`src/rtl/core/wavhd_pkg.sv`:
```
`timescale 1ns / 1ps
package wavhd_pkg;

  localparam logic [31:0] RiffTag = 32'h5249_4646;
  localparam logic [31:0] WaveTag = 32'h5741_5645;
  localparam logic [31:0] DataTag = 32'h6461_7461;
  localparam logic [23:0] FmtTag  = 24'h666D74;

  localparam int unsigned QueueDepth = 2;
  localparam int unsigned FmtBytes   = 16;

  typedef enum logic [2:0] {
    StatusOk        = 3'd0,
    StatusContainer = 3'd1,
    StatusNotPcm    = 3'd2,
    StatusChannels  = 3'd3,
    StatusRates     = 3'd4,
    StatusDepth     = 3'd5,
    StatusTruncated = 3'd6
  } wavhd_status_e;

  // one classified byte handed from the front to the back
  typedef struct packed {
    logic [7:0]                data_byte;
    logic                      payload;
    logic                      last;
    logic                      short_file;
    logic                      container_ok;
    logic                      fmt_full;
    logic                      size_full;
    logic [FmtBytes-1:0][7:0]  fmt;
    logic [31:0]               size;
  } wavhd_item_t;

  typedef struct packed {
    logic [7:0]    byte_out;
    logic          is_payload;
    logic          is_final;
    wavhd_status_e status_code;
    logic [15:0]   channel_count;
    logic [31:0]   sample_rate;
    logic [31:0]   byte_rate;
    logic [15:0]   block_align;
    logic [15:0]   sample_bits;
    logic [31:0]   payload_size;
  } wavhd_res_t;

  // byte idx of a four character tag, first character at idx 0
  function automatic logic [7:0] tag_byte(input logic [31:0] tag, input logic [1:0] idx);
    logic [7:0] res;
    case (idx)
      2'd0:    res = tag[31:24];
      2'd1:    res = tag[23:16];
      2'd2:    res = tag[15:8];
      default: res = tag[7:0];
    endcase
    return res;
  endfunction

endpackage

```
`src/rtl/core/wav_header_deframer_unit.sv`:
```
`timescale 1ns / 1ps
// byte-serial wav (riff/pcm) header deframer
// input: one file byte per request on data_byte_i, last_byte_i high on the
//   final byte; a request is taken when push is high and full is low
// output: one result per byte, oldest on the ports while empty is low,
//   taken when pop is high; byte passed through plus payload mark, and on
//   the final byte the status code and captured format fields
// path: an ordinary byte reaches the result ports via the queue and the
//   output register; a final byte also via two registered multiply steps
// throughput: one byte per cycle while full is low; a final byte holds
//   the back end while the 2-entry queue takes up to two bytes behind it
// reset: all parse state back to the start of a file, queue and output
//   slot empty; after every final byte the parser also starts a new file
// stall: when pop stays low the output slot and queue fill, then full rises
module wav_header_deframer_unit
  import wavhd_pkg::*;
#(
  parameter int unsigned POSITION_BITS = 32
) (
  input  logic               clk_i,
  input  logic               rst_ni,
  input  logic               push,
  output logic               full,
  input  logic [7:0]         data_byte_i,
  input  logic               last_byte_i,
  output logic               empty,
  input  logic               pop,
  output logic [7:0]         byte_out_o,
  output logic               is_payload_o,
  output logic               is_final_o,
  output logic [2:0]         status_code_o,
  output logic signed [15:0] channel_count_o,
  output logic [31:0]        sample_rate_out_o,
  output logic signed [31:0] byte_rate_out_o,
  output logic signed [15:0] block_align_out_o,
  output logic signed [15:0] sample_bits_out_o,
  output logic signed [31:0] payload_size_out_o
);

  wavhd_item_t front_item, head_item;
  wavhd_res_t  res;
  logic        take, head_valid, head_rd, res_valid;

  assign take = push & ~full;

  wavhd_front #(
    .POSITION_BITS(POSITION_BITS)
  ) u_front (
    .clk_i      (clk_i),
    .rst_ni     (rst_ni),
    .take_i     (take),
    .data_byte_i(data_byte_i),
    .last_byte_i(last_byte_i),
    .item_o     (front_item)
  );

  wavhd_fifo u_fifo (
    .clk_i    (clk_i),
    .rst_ni   (rst_ni),
    .wr_i     (push),
    .wr_item_i(front_item),
    .full_o   (full),
    .rd_i     (head_rd),
    .valid_o  (head_valid),
    .rd_item_o(head_item)
  );

  wavhd_back u_back (
    .clk_i       (clk_i),
    .rst_ni      (rst_ni),
    .item_valid_i(head_valid),
    .item_i      (head_item),
    .item_rd_o   (head_rd),
    .pop_i       (pop),
    .res_valid_o (res_valid),
    .res_o       (res)
  );

  assign empty              = ~res_valid;
  assign byte_out_o         = res.byte_out;
  assign is_payload_o       = res.is_payload;
  assign is_final_o         = res.is_final;
  assign status_code_o      = res.status_code;
  assign channel_count_o    = res.channel_count;
  assign sample_rate_out_o  = res.sample_rate;
  assign byte_rate_out_o    = res.byte_rate;
  assign block_align_out_o  = res.block_align;
  assign sample_bits_out_o  = res.sample_bits;
  assign payload_size_out_o = res.payload_size;

endmodule

```
`src/rtl/core/wavhd_fifo.sv`:
```
`timescale 1ns / 1ps
module wavhd_fifo
  import wavhd_pkg::*;
(
  input  logic        clk_i,
  input  logic        rst_ni,
  input  logic        wr_i,
  input  wavhd_item_t wr_item_i,
  output logic        full_o,
  input  logic        rd_i,
  output logic        valid_o,
  output wavhd_item_t rd_item_o
);

  localparam int unsigned PtrW = (QueueDepth > 1) ? $clog2(QueueDepth) : 1;
  localparam int unsigned CntW = $clog2(QueueDepth + 1);

  wavhd_item_t         entry_q [QueueDepth];
  logic [PtrW-1:0]     wr_ptr_q, wr_ptr_d;
  logic [PtrW-1:0]     rd_ptr_q, rd_ptr_d;
  logic [CntW-1:0]     count_q, count_d;
  logic                do_wr, do_rd;

  assign full_o    = (count_q == CntW'(QueueDepth));
  assign valid_o   = (count_q != '0);
  assign rd_item_o = entry_q[rd_ptr_q];
  assign do_wr     = wr_i & ~full_o;
  assign do_rd     = rd_i & valid_o;

  always_comb begin
    wr_ptr_d = wr_ptr_q;
    rd_ptr_d = rd_ptr_q;
    count_d  = count_q;
    if (do_wr) begin
      wr_ptr_d = (wr_ptr_q == PtrW'(QueueDepth - 1)) ? '0 : wr_ptr_q + PtrW'(1);
    end
    if (do_rd) begin
      rd_ptr_d = (rd_ptr_q == PtrW'(QueueDepth - 1)) ? '0 : rd_ptr_q + PtrW'(1);
    end
    if (do_wr && !do_rd) begin
      count_d = count_q + CntW'(1);
    end else if (do_rd && !do_wr) begin
      count_d = count_q - CntW'(1);
    end
  end

  always_ff @(posedge clk_i or negedge rst_ni) begin
    if (!rst_ni) begin
      wr_ptr_q <= '0;
      rd_ptr_q <= '0;
      count_q  <= '0;
    end else begin
      wr_ptr_q <= wr_ptr_d;
      rd_ptr_q <= rd_ptr_d;
      count_q  <= count_d;
    end
  end

  always_ff @(posedge clk_i) begin
    if (do_wr) begin
      entry_q[wr_ptr_q] <= wr_item_i;
    end
  end

endmodule

```
`src/rtl/core/wavhd_front.sv`:
```
`timescale 1ns / 1ps
module wavhd_front
  import wavhd_pkg::*;
#(
  parameter int unsigned POSITION_BITS = 32
) (
  input  logic        clk_i,
  input  logic        rst_ni,
  input  logic        take_i,
  input  logic [7:0]  data_byte_i,
  input  logic        last_byte_i,
  output wavhd_item_t item_o
);

  localparam int unsigned P  = POSITION_BITS;
  localparam int unsigned PX = POSITION_BITS + 1;

  logic [P-1:0]              pos_q;
  logic [31:0]               recent_q, recent_d;
  logic                      riff_ok_q, riff_ok_d;
  logic                      wave_ok_q, wave_ok_d;
  logic                      fmt_found_q, fmt_found_d;
  logic [P-1:0]              fmt_pos_q, fmt_pos_d;
  logic                      data_found_q, data_found_d;
  logic [P-1:0]              data_pos_q, data_pos_d;
  logic [4:0]                fmt_seen_q, fmt_seen_d;
  logic [FmtBytes-1:0][7:0]  fmt_q, fmt_d;
  logic [2:0]                size_seen_q, size_seen_d;
  logic [31:0]               size_q, size_d;

  logic [PX-1:0] pos_x;
  logic [PX-1:0] pay_start, pay_off;
  logic [PX-1:0] fmt_start, fmt_off;
  logic [PX-1:0] size_start, size_off;
  logic          payload, fmt_wr, size_wr;

  always_comb begin
    pos_x      = {1'b0, pos_q};
    pay_start  = {1'b0, data_pos_q} + PX'(8);
    pay_off    = pos_x - pay_start;
    fmt_start  = {1'b0, fmt_pos_q} + PX'(8);
    fmt_off    = pos_x - fmt_start;
    size_start = {1'b0, data_pos_q} + PX'(4);
    size_off   = pos_x - size_start;

    riff_ok_d = riff_ok_q;
    if (pos_x < PX'(4) && data_byte_i != tag_byte(RiffTag, pos_q[1:0])) begin
      riff_ok_d = 1'b0;
    end
    wave_ok_d = wave_ok_q;
    if (pos_x >= PX'(8) && pos_x < PX'(12) && data_byte_i != tag_byte(WaveTag, pos_q[1:0])) begin
      wave_ok_d = 1'b0;
    end

    // marking uses the size as it stood before this byte
    payload = data_found_q && (size_seen_q >= 3'd4) && !size_q[31] &&
              (pos_x >= pay_start) && (34'(pay_off) < 34'(size_q));

    fmt_wr     = fmt_found_q && (pos_x >= fmt_start) && (fmt_off < PX'(FmtBytes));
    fmt_d      = fmt_q;
    fmt_seen_d = fmt_seen_q;
    if (fmt_wr) begin
      fmt_d[fmt_off[3:0]] = data_byte_i;
      fmt_seen_d          = {1'b0, fmt_off[3:0]} + 5'd1;
    end

    size_wr     = data_found_q && (pos_x >= size_start) && (size_off < PX'(4));
    size_d      = size_q;
    size_seen_d = size_seen_q;
    if (size_wr) begin
      size_d[8*size_off[1:0] +: 8] = data_byte_i;
      size_seen_d                  = {1'b0, size_off[1:0]} + 3'd1;
    end

    recent_d     = {recent_q[23:0], data_byte_i};
    fmt_found_d  = fmt_found_q;
    fmt_pos_d    = fmt_pos_q;
    data_found_d = data_found_q;
    data_pos_d   = data_pos_q;
    // a tag completed by the final byte does not count
    if (!last_byte_i) begin
      if (!fmt_found_q && pos_x >= PX'(2) && recent_d[23:0] == FmtTag) begin
        fmt_found_d = 1'b1;
        fmt_pos_d   = pos_q - P'(2);
      end
      if (!data_found_q && pos_x >= PX'(3) && recent_d == DataTag) begin
        data_found_d = 1'b1;
        data_pos_d   = pos_q - P'(3);
      end
    end

    item_o.data_byte    = data_byte_i;
    item_o.payload      = payload;
    item_o.last         = last_byte_i;
    item_o.short_file   = (pos_x < PX'(11));
    item_o.container_ok = riff_ok_d & wave_ok_d & fmt_found_q & data_found_q;
    item_o.fmt_full     = (fmt_seen_d >= 5'd16);
    item_o.size_full    = (size_seen_d >= 3'd4);
    item_o.fmt          = fmt_d;
    item_o.size         = size_d;
  end

  always_ff @(posedge clk_i or negedge rst_ni) begin
    if (!rst_ni) begin
      pos_q        <= '0;
      recent_q     <= '0;
      riff_ok_q    <= 1'b1;
      wave_ok_q    <= 1'b1;
      fmt_found_q  <= 1'b0;
      fmt_pos_q    <= '0;
      data_found_q <= 1'b0;
      data_pos_q   <= '0;
      fmt_seen_q   <= '0;
      fmt_q        <= '0;
      size_seen_q  <= '0;
      size_q       <= '0;
    end else if (take_i) begin
      if (last_byte_i) begin
        // the next byte opens a new file
        pos_q        <= '0;
        recent_q     <= '0;
        riff_ok_q    <= 1'b1;
        wave_ok_q    <= 1'b1;
        fmt_found_q  <= 1'b0;
        fmt_pos_q    <= '0;
        data_found_q <= 1'b0;
        data_pos_q   <= '0;
        fmt_seen_q   <= '0;
        fmt_q        <= '0;
        size_seen_q  <= '0;
        size_q       <= '0;
      end else begin
        if (pos_q != '1) begin
          pos_q <= pos_q + P'(1);
        end
        recent_q     <= recent_d;
        riff_ok_q    <= riff_ok_d;
        wave_ok_q    <= wave_ok_d;
        fmt_found_q  <= fmt_found_d;
        fmt_pos_q    <= fmt_pos_d;
        data_found_q <= data_found_d;
        data_pos_q   <= data_pos_d;
        fmt_seen_q   <= fmt_seen_d;
        fmt_q        <= fmt_d;
        size_seen_q  <= size_seen_d;
        size_q       <= size_d;
      end
    end
  end

endmodule

```
`src/rtl/core/wavhd_back.sv`:
```
`timescale 1ns / 1ps
module wavhd_back
  import wavhd_pkg::*;
(
  input  logic        clk_i,
  input  logic        rst_ni,
  input  logic        item_valid_i,
  input  wavhd_item_t item_i,
  output logic        item_rd_o,
  input  logic        pop_i,
  output logic        res_valid_o,
  output wavhd_res_t  res_o
);

  localparam logic [1:0] SIdle = 2'd0;
  localparam logic [1:0] SMul1 = 2'd1;
  localparam logic [1:0] SMul2 = 2'd2;
  localparam logic [1:0] SFin  = 2'd3;

  logic [1:0]   state_q, state_d;
  wavhd_item_t  work_q;
  logic [31:0]  prod1_q, prod_q;
  logic         res_valid_q, res_valid_d;
  wavhd_res_t   res_q, res_d;
  logic         out_free;

  logic [15:0]  fmt_tag, chans, ba, bits;
  logic [31:0]  rate, bps;
  logic [63:0]  mul1, mul2;
  logic [16:0]  bits_adj, quot, exp_ba;
  logic         ch_ok, rate_ok, depth_ok;
  wavhd_status_e status;

  assign fmt_tag = {work_q.fmt[1], work_q.fmt[0]};
  assign chans   = {work_q.fmt[3], work_q.fmt[2]};
  assign rate    = {work_q.fmt[7], work_q.fmt[6], work_q.fmt[5], work_q.fmt[4]};
  assign bps     = {work_q.fmt[11], work_q.fmt[10], work_q.fmt[9], work_q.fmt[8]};
  assign ba      = {work_q.fmt[13], work_q.fmt[12]};
  assign bits    = {work_q.fmt[15], work_q.fmt[14]};

  // wrapping product taken in two registered steps
  assign mul1 = {{16{chans[15]}}, chans} * rate;
  assign mul2 = prod1_q * {{16{bits[15]}}, bits};

  always_comb begin
    // signed divide by eight rounding toward zero
    bits_adj = {bits[15], bits} + (bits[15] ? 17'd7 : 17'd0);
    quot     = {{3{bits_adj[16]}}, bits_adj[16:3]};
    exp_ba   = (chans == 16'd1) ? quot : {quot[15:0], 1'b0};
    ch_ok    = (chans == 16'd1) || (chans == 16'd2);
    rate_ok  = (bps == {3'b000, prod_q[31:3]}) && ({ba[15], ba} == exp_ba);
    depth_ok = (bits == 16'd8) || (bits == 16'd16) || (bits == 16'd24);

    if (work_q.short_file) begin
      status = StatusTruncated;
    end else if (!work_q.container_ok) begin
      status = StatusContainer;
    end else if (!work_q.fmt_full) begin
      status = StatusTruncated;
    end else if (fmt_tag != 16'd1) begin
      status = StatusNotPcm;
    end else if (!ch_ok) begin
      status = StatusChannels;
    end else if (!rate_ok) begin
      status = StatusRates;
    end else if (!depth_ok) begin
      status = StatusDepth;
    end else if (!work_q.size_full) begin
      status = StatusTruncated;
    end else begin
      status = StatusOk;
    end
  end

  always_comb begin
    out_free    = ~res_valid_q | pop_i;
    state_d     = state_q;
    item_rd_o   = 1'b0;
    res_valid_d = res_valid_q & ~pop_i;
    res_d       = res_q;
    case (state_q)
      SIdle: begin
        if (item_valid_i) begin
          if (!item_i.last) begin
            if (out_free) begin
              item_rd_o         = 1'b1;
              res_valid_d       = 1'b1;
              res_d             = '0;
              res_d.byte_out    = item_i.data_byte;
              res_d.is_payload  = item_i.payload;
            end
          end else begin
            item_rd_o = 1'b1;
            state_d   = SMul1;
          end
        end
      end
      SMul1: state_d = SMul2;
      SMul2: state_d = SFin;
      SFin: begin
        if (out_free) begin
          res_valid_d         = 1'b1;
          res_d.byte_out      = work_q.data_byte;
          res_d.is_payload    = work_q.payload;
          res_d.is_final      = 1'b1;
          res_d.status_code   = status;
          res_d.channel_count = chans;
          res_d.sample_rate   = rate;
          res_d.byte_rate     = bps;
          res_d.block_align   = ba;
          res_d.sample_bits   = bits;
          res_d.payload_size  = work_q.size;
          state_d             = SIdle;
        end
      end
      default: state_d = SIdle;
    endcase
  end

  always_ff @(posedge clk_i or negedge rst_ni) begin
    if (!rst_ni) begin
      state_q     <= SIdle;
      res_valid_q <= 1'b0;
    end else begin
      state_q     <= state_d;
      res_valid_q <= res_valid_d;
    end
  end

  always_ff @(posedge clk_i) begin
    res_q <= res_d;
    if (state_q == SIdle && item_rd_o) begin
      work_q <= item_i;
    end
    if (state_q == SMul1) begin
      prod1_q <= mul1[31:0];
    end
    if (state_q == SMul2) begin
      prod_q <= mul2[31:0];
    end
  end

  assign res_valid_o = res_valid_q;
  assign res_o       = res_q;

endmodule

```
`config.mk`:
```
export PLATFORM = sky130hd
export DESIGN_NAME = wav_header_deframer_unit
export DESIGN_NICKNAME = d
export VERILOG_FILES = /design/src/rtl/core/wavhd_pkg.sv /design/src/rtl/core/wav_header_deframer_unit.sv /design/src/rtl/core/wavhd_fifo.sv /design/src/rtl/core/wavhd_front.sv /design/src/rtl/core/wavhd_back.sv
export SDC_FILE = /design/constraint.sdc
export NUM_CORES = 2
export LEC_CHECK = 0
export CORE_UTILIZATION = 44
export DETAILED_ROUTE_END_ITERATION = 12
export DONT_BUFFER_PORTS = 1
export GPL_ROUTABILITY_DRIVEN = 1
export PLACE_DENSITY = 0.57
export SYNTH_ARGS = -nofsm -noshare
export SYNTH_HDL_FRONTEND = slang
export SYNTH_HIERARCHICAL = 1
export SYNTH_SLANG_ARGS = --single-unit
```
`constraint.sdc`:
```
create_clock -name clk_i -period 14.1 [get_ports clk_i]
set_input_delay 1.41 -clock clk_i [delete_from_list [all_inputs] [get_ports clk_i]]
set_output_delay 1.41 -clock clk_i [all_outputs]
set_load 0.02 [all_outputs]
```
# Word level (Yosys, flattened, before mapping)
# Memory sizes are Yosys's and may differ from the RTL's.
# Cells that the tools add are included.
dict set report totals {
  register_bits 693
  ram_bits 348
  output_inout_bits 159
  word_cells 243
  mem_count 1
}
# name depth word_bits rd rd_clocked_by_memory_dff wr line_no
set mem_list {}
lappend mem_list {u_fifo.entry_q 2 174 1 0 1 wavhd_fifo.sv:18} ;# wavhd_item_t entry_q [QueueDepth];
dict set report classes {
  n_addsub 17
  n_mul 2
  order_cmp 17
  n_eq_ne 24
  shift 2
  mux 62
  bitwise 10
  n_reduce_logical 41
}
# op count
set op_table {}
lappend op_table {{$mux 157} 4}
lappend op_table {{$pmux 157 s2} 1}
lappend op_table {{$mux 128} 2}
lappend op_table {{$mux 32} 8}
lappend op_table {{$bwmux 128} 1}
lappend op_table {{$ge 32x33->1} 3}
lappend op_table {{$sub 32x33->33} 3}
lappend op_table {{$add 32x4->33 const B} 2}
lappend op_table {{$ge 32x2->1 const B} 2}
lappend op_table {{$lt 32x4->1 const B} 2}
lappend op_table {{$sub 32x2->32 const B} 2}
lappend op_table {{$neg 5->34} 1}
lappend op_table {{$shift 8x34->32 const A} 1}
lappend op_table {{$shiftx 8x34->32} 1}
lappend op_table {{$add 32x3->33 const B} 1}
lappend op_table {{$lt 33x3->1 const B} 1}
lappend op_table {{$lt 33x32->1} 1}
lappend op_table {{$lt 33x5->1 const B} 1}
lappend op_table {{$mux 3} 11}
lappend op_table {{$add 32x1->32 const B} 1}
lappend op_table {{$bwmux 32} 1}
lappend op_table {{$demux 8 s4} 1}
lappend op_table {{$eq 16x5->1 const B} 2}
lappend op_table {{$eq 32x29->1} 1}
lappend op_table {{48 further kinds} 121}

# Depth between registers and ports, before layout
dict set report depth {
  depth_word 13
  depth_mapped 26
}

# By module
# The synthesis kept the hierarchy.
# mod instances cells_each area_per_inst_um2 seq_area_each_um2
set by_module_without_submodules {}
lappend by_module_without_submodules {wavhd_back 1 3662 38668.3 11816.3}
lappend by_module_without_submodules {wavhd_front 1 3039 25259.2 7159.4}
lappend by_module_without_submodules {wavhd_fifo 1 560 12801.0 10550.1}
lappend by_module_without_submodules {wav_header_deframer_unit 1 2 17.5 0.0}

# Worst setup path before layout
# No wires, ideal clock.
dict set report synth_path {
  path_type {input-to-reg}
  from {input pop}
  to {register u_fifo.count_q[1]}
  setup_ps 79
  t_arrival_ps 11631
  slack_ps 2390
  stages 7
  n_path_buf 0
  cell_sequence {nor2b_1 a21oi_1 nand2_1 ha_1 xor2_1 nor2_1 xor2_1}
}
dict set report synth_via {
  elab_chain_cells 9
}
# item line_no
set synth_rtl {}
lappend synth_rtl {{from (decl)} wav_header_deframer_unit.sv:27} ;# input logic pop,
lappend synth_rtl {{$or 1x1->1 *} wavhd_back.sv:76} ;# out_free = ~res_valid_q | pop_i;
lappend synth_rtl {{$mux 1 *} wavhd_back.sv:85} ;# if (out_free) begin
lappend synth_rtl {{$mux 1 *} wavhd_back.sv:84} ;# if (!item_i.last) begin
lappend synth_rtl {{$mux 1 *} wavhd_back.sv:83} ;# if (item_valid_i) begin
lappend synth_rtl {{$mux 1 *} wavhd_back.sv:81} ;# case (state_q)
lappend synth_rtl {{named net head_rd} wav_header_deframer_unit.sv:42} ;# logic take, head_valid, head_rd, res_valid;
lappend synth_rtl {{$and 1x1->1 *} wavhd_fifo.sv:28} ;# assign do_rd = rd_i & valid_o;
lappend synth_rtl {{$logic_not 1->1} wavhd_fifo.sv:40} ;# if (do_wr && !do_rd) begin
lappend synth_rtl {{$logic_and 1x1->1} wavhd_fifo.sv:40}
lappend synth_rtl {{$mux 2 / $reduce_bool 2->1 (equally long branches)} --}
lappend synth_rtl {{to (signal assigned)} wavhd_fifo.sv:55} ;# count_q <= count_d;
lappend synth_rtl {{to (decl)} wavhd_fifo.sv:21} ;# logic [CntW-1:0] count_q, count_d;
# Mark *: on every way through the listed nets, which the timed path passes. The rest lies on a longest branch.
# A chain may end at the register's enable or synchronous reset.

# Worst setup path in the final report
dict set report layout_path {
  from {register u_back.work_q, in the netlist u_back/bits[15]}
  to {register u_back.prod_q[31] (data pin)}
}
dict set report layout_via {
  elab_chain_cells 1
}
# item line_no
set layout_rtl {}
lappend layout_rtl {{from (decl)} wavhd_back.sv:21} ;# wavhd_item_t work_q;
lappend layout_rtl {{from (signal assigned)} wavhd_back.sv:133} ;# work_q <= item_i;
lappend layout_rtl {{$mul 32x16->32} wavhd_back.sv:43} ;# assign mul2 = prod1_q * {{16{bits[15]}}, bits};
lappend layout_rtl {{named net u_back.mul2[31]} wavhd_back.sv:29} ;# logic [63:0] mul1, mul2;
lappend layout_rtl {{to (signal assigned)} wavhd_back.sv:139} ;# prod_q <= mul2[31:0];
lappend layout_rtl {{to (decl)} wavhd_back.sv:22} ;# logic [31:0] prod1_q, prod_q;
# The timed path passes the listed nets, and every way through them passes these cells.

==> metrics.md <==
| Metric | Value |
|---|---|
| Setup-failing EPs final | `0` |
| Mean area per synthesized cell | `10.57 sq um` |
| Required time at the worst-slack endpoint | `14,600 ps` |
| Critical path endpoint category | `register` |
| Worst Max-Slew Pin Slew | `1220 ps` |
| Wire length of the first global-routing pass | `321,500 um` |
| Cell accounting for the most synthesized area | `sky130_fd_sc_hd__edfxtp_1` |
| Number of buffers added to fix hold violations after cts | `0` |
| Via density per instance | `5.488` |
| # DRC | `0` |
| Non-filler instance count after layout | `9,442` |
| Worst skew pair latency | `770 ps` |
| Data arrival, critical path | `7620 ps` |
| Via count of the first global-routing pass | `52,836` |
| Maximum number of pins on one net before global-route repair | `294` |
| Final total negative setup slack | `0 ps` |
| Synth Flop Type | `sky130_fd_sc_hd__edfxtp_1` |
| Estimated wirelength of the detail-placed design | `143,900 um` |
| Largest delay share family, worst path | `adder cells` |
| Number of buffers inserted by port buffering | `0` |
| Final min period | `7120 ps` |
| Multi-input logic area | `41,770 sq um` |
| Number of nets produced by synthesis | `8,220` |
| Most repeated library cell on the critical path | `sky130_fd_sc_hd__fa_1` |
| Layout-stage area growth over the synthesis result | `7.257%` |
| Fraction of synthesized cell area taken by the top area cell type | `28.92%` |
| Maximum buffer depth of the clock tree | `3` |
| CTS tree | `done` |
| Most common cell after layout, fill and taps aside | `sky130_fd_sc_hd__inv_1` |
| Starting density of the core | `44.49%` |
| Classification of the worst setup path | `register to register` |
| Layout filler cell count | `15,930` |
| Number of distinct library cells after synthesis | `106` |
| ANT nets after route | `0` |
| Crit path setup slack, layout | `6980 ps` |
| Max Cap Violations | `0` |
| Buffers and inverters on the worst path | `4` |
| Worst-path cell with the longest stage delay | `sky130_fd_sc_hd__fa_1` |
| Maximum fanout along the worst path | `18` |
| RSZ-0062 raised after global routing | `no` |
| Number of violations reported at the end of detailed-routing iteration 0 | `3,977` |
| Fin nets | `7,986` |
| Destination of the worst register-to-register timing path | `u_back/prod_q[31]` |
| H-tree levels | `3` |
| Total area of sequential cells | `29,530 sq um` |
| Launching point of the worst reg2reg path | `u_back/bits[15]` |
| Pre-CTS worst setup slack | `7008 ps` |
| Number of clock buffers inserted by TritonCTS | `114` |
| Number of antenna violations at the first check in global routing | `6` |
| Proportion of synthesized flip-flops having asynchronous set or reset | `28.39%` |
| Outcome | `complete, no violations` |
| Instance count after placement with tap cells included | `9,223` |
| Final core utilization | `47.72%` |
| Std-Cell Rows | `152` |
| Setup repair bufs after CTS | `0` |
| Post-cts repair resize count | `0` |
| Crit path from | `u_back/bits[15]` |
| Routed wire per std cell | `22.03 um` |
| Delay of the slowest critical-path stage | `550 ps` |
| Tcrit/Tclk final | `50.49%` |
| Worst min-delay path category | `input port to asynchronous set/reset pin` |
| Remaining Overflow, GRT | `0` |
| Warnings, synthesis | `6` |
| Die ar. | `176,100 sq um` |
| Floorplan die height | `419.6 um` |
| Part of the Yosys area used for sequential elements | `38.47%` |
| Worst slew margin | `18.65%` |
| Clock root buffer | `sky130_fd_sc_hd__clkbuf_16` |
| Final worst clock skew | `89.26 ps` |
| Fmax achieved | `0.1405 GHz` |
| Highest-count cells in the layout ignoring fill and taps | `sky130_fd_sc_hd__inv_1, sky130_fd_sc_hd__nand2_1, sky130_fd_sc_hd__edfxtp_1, sky130_fd_sc_hd__fa_1, sky130_fd_sc_hd__and2_1` |
| Count of final max-slew check failures | `0` |
| Clock transition at path regs | `60 ps` |
| Critical path launch point type | `register` |
| Layout cell share with drive strength beyond 1 | `9.244%` |
| Number of hold violations in the final report | `0` |
| Dominant cells by area after synthesis | `sky130_fd_sc_hd__edfxtp_1, sky130_fd_sc_hd__fa_1, sky130_fd_sc_hd__dfrtp_1, sky130_fd_sc_hd__ha_1, sky130_fd_sc_hd__inv_1` |
| Count of mapped cells out of synthesis | `7,263` |
| Placeable core region | `172,500 sq um` |
| Drt first pass iters | `8` |
| Setup slack of the worst register-to-register path | `6980 ps` |
| Routed wire length | `208,000 um` |
| Final weighted congestion in routability-driven placement | `0.9150` |
| Overall track demand over capacity in global routing | `23.75%` |
| Via count | `51,817` |
| Post-synth EDFFs | `739` |
| Top-Level Pins | `172` |
| Chip width | `419.6 um` |
| Clock Sink Count | `1,032` |
| Number of synthesized register bits | `1,032` |
| Cell count of the worst reg-to-reg path | `21` |
| Ordered cell list for the critical path | `buf_4 > inv_1 > nor2_1 > fa_1 > fa_1 > fa_1 > fa_1 > fa_1 > inv_1 > fa_1 > inv_1 > ha_1 > a21o_1 > a21o_1 > a21o_1 > a2111oi_0 > o21ai_0 > or4_1 > a31o_1 > a21oi_2 > xnor2_1` |
| Post-synth design cell area | `76,750 sq um` |
## per-stage QoR
stage | hold WS, ps | instance area [sq um]
final | 433.5 | 82320
after global routing | 379.9 | 82310
after CTS | 317.9 | 82310
after detailed placement | 472.9 | 78360
after global placement | 468.9 | 78360
after floorplan | 449.8 | 76750
## synthesized netlist by cell type (21+ instances only)
| library cell | n |
|---|---|
| sky130_fd_sc_hd__nor4_1 | 45 |
| sky130_fd_sc_hd__nand3_1 | 84 |
| sky130_fd_sc_hd__nand3b_1 | 143 |
| sky130_fd_sc_hd__o211ai_1 | 155 |
| sky130_fd_sc_hd__a211oi_1 | 28 |
| sky130_fd_sc_hd__and4_1 | 45 |
| sky130_fd_sc_hd__nor2b_1 | 21 |
| sky130_fd_sc_hd__a21o_1 | 69 |
| sky130_fd_sc_hd__inv_1 | 930 |
| sky130_fd_sc_hd__dfrtp_1 | 291 |
| sky130_fd_sc_hd__a21oi_1 | 167 |
| sky130_fd_sc_hd__clkbuf_1 | 331 |
| sky130_fd_sc_hd__ha_1 | 334 |
| sky130_fd_sc_hd__or3_1 | 36 |
| sky130_fd_sc_hd__xnor2_1 | 230 |
| sky130_fd_sc_hd__buf_6 | 31 |
| sky130_fd_sc_hd__and2_1 | 466 |
| sky130_fd_sc_hd__a311o_1 | 31 |
| sky130_fd_sc_hd__o21ai_0 | 175 |
| sky130_fd_sc_hd__and3_1 | 54 |
| sky130_fd_sc_hd__nor2_1 | 258 |
| sky130_fd_sc_hd__a32oi_1 | 36 |
| sky130_fd_sc_hd__buf_2 | 43 |
| sky130_fd_sc_hd__nand2b_1 | 43 |
| sky130_fd_sc_hd__nand4_1 | 63 |
| sky130_fd_sc_hd__o21bai_1 | 22 |
| sky130_fd_sc_hd__mux2_2 | 281 |
| sky130_fd_sc_hd__nor3_1 | 81 |
| sky130_fd_sc_hd__mux2_4 | 36 |
| sky130_fd_sc_hd__nand2_1 | 900 |
| sky130_fd_sc_hd__fa_1 | 610 |
| sky130_fd_sc_hd__mux2i_1 | 38 |
| sky130_fd_sc_hd__xor2_1 | 142 |
| sky130_fd_sc_hd__edfxtp_1 | 739 |
| sky130_fd_sc_hd__o21a_1 | 27 |
## cell type report
class,count,area share (%)
clock inverters,63,1.008
inverters,931,4.248
diodes,3,0.009120
flip-flops and latches,1032,35.87
clock buffers,153,3.789
well taps,2310,3.511
multi-input cells,4862,50.74
repair buffers,88,0.8178
## per-layer routing
metal,track usage (%),wire [um]
met5,0,0
met4,7.250,5761
met3,2.188,8772
met2,41.30,105100
met1,31.27,88350
## worst register-to-register path, stage by stage (launching register included)
cell and delay [ps]:
sky130_fd_sc_hd__edfxtp_1 360, sky130_fd_sc_hd__buf_4 220, sky130_fd_sc_hd__inv_1 480, sky130_fd_sc_hd__nor2_1 160, sky130_fd_sc_hd__fa_1 540, sky130_fd_sc_hd__fa_1 530
sky130_fd_sc_hd__fa_1 520, sky130_fd_sc_hd__fa_1 510, sky130_fd_sc_hd__fa_1 550, sky130_fd_sc_hd__inv_1 60, sky130_fd_sc_hd__fa_1 540, sky130_fd_sc_hd__inv_1 50
sky130_fd_sc_hd__ha_1 350, sky130_fd_sc_hd__a21o_1 180, sky130_fd_sc_hd__a21o_1 170, sky130_fd_sc_hd__a21o_1 160, sky130_fd_sc_hd__a2111oi_0 370, sky130_fd_sc_hd__o21ai_0 190
sky130_fd_sc_hd__or4_1 460, sky130_fd_sc_hd__a31o_1 240, sky130_fd_sc_hd__a21oi_2 150, sky130_fd_sc_hd__xnor2_1 80
## cells by family after synthesis
logic type               count (synthesis)  synth area share [%]
AO/OA/AOI/OAI                          864                 7.697
buffers and inverters                 1369                 7.186
XOR/XNOR                               372                 4.245
multiplexers                           356                 5.338
adder cells (fa/ha/maj)                944                 21.36
AND/OR/NAND/NOR                       2326                 15.70
flip-flops                            1032                 38.47
## registers in the layout (all words and copies together), names as in the netlist, 2 cells and up
name / flops
u_front/data_pos_q: 32
u_back/bits: 16
u_back/fmt_tag: 16
u_front/size_q: 32
u_front/recent_q: 24
u_back/res_o: 157
u_back/ba: 16
u_front/fmt_pos_q: 32
u_fifo/count_q: 2
u_back/bps: 32
u_front/pos_q: 32
u_back/state_q: 2
u_fifo/entry_q: 348
u_back/work_q: 45
u_front/fmt_q: 128
u_back/rate: 32
u_back/prod1_q: 32
u_back/prod_q: 29
u_back/chans: 16
## how the worst max path moves through the flow
stage / depth (start not counted) / slack [ps] / to
floorplan: 7 / 2390 / u_fifo/count_q[1]
global placement: 21 / 7130 / u_back/prod1_q[30]
detailed placement: 21 / 7010 / u_back/prod_q[31]
CTS: 21 / 7000 / u_back/prod_q[31]
global route: 21 / 6690 / u_back/prod_q[31]
finish: 21 / 6980 / u_back/prod_q[31]
Power is left out: the tool's default activity adds up to more than one toggle a clock period on the data nets, which glitch-free logic cannot reach.
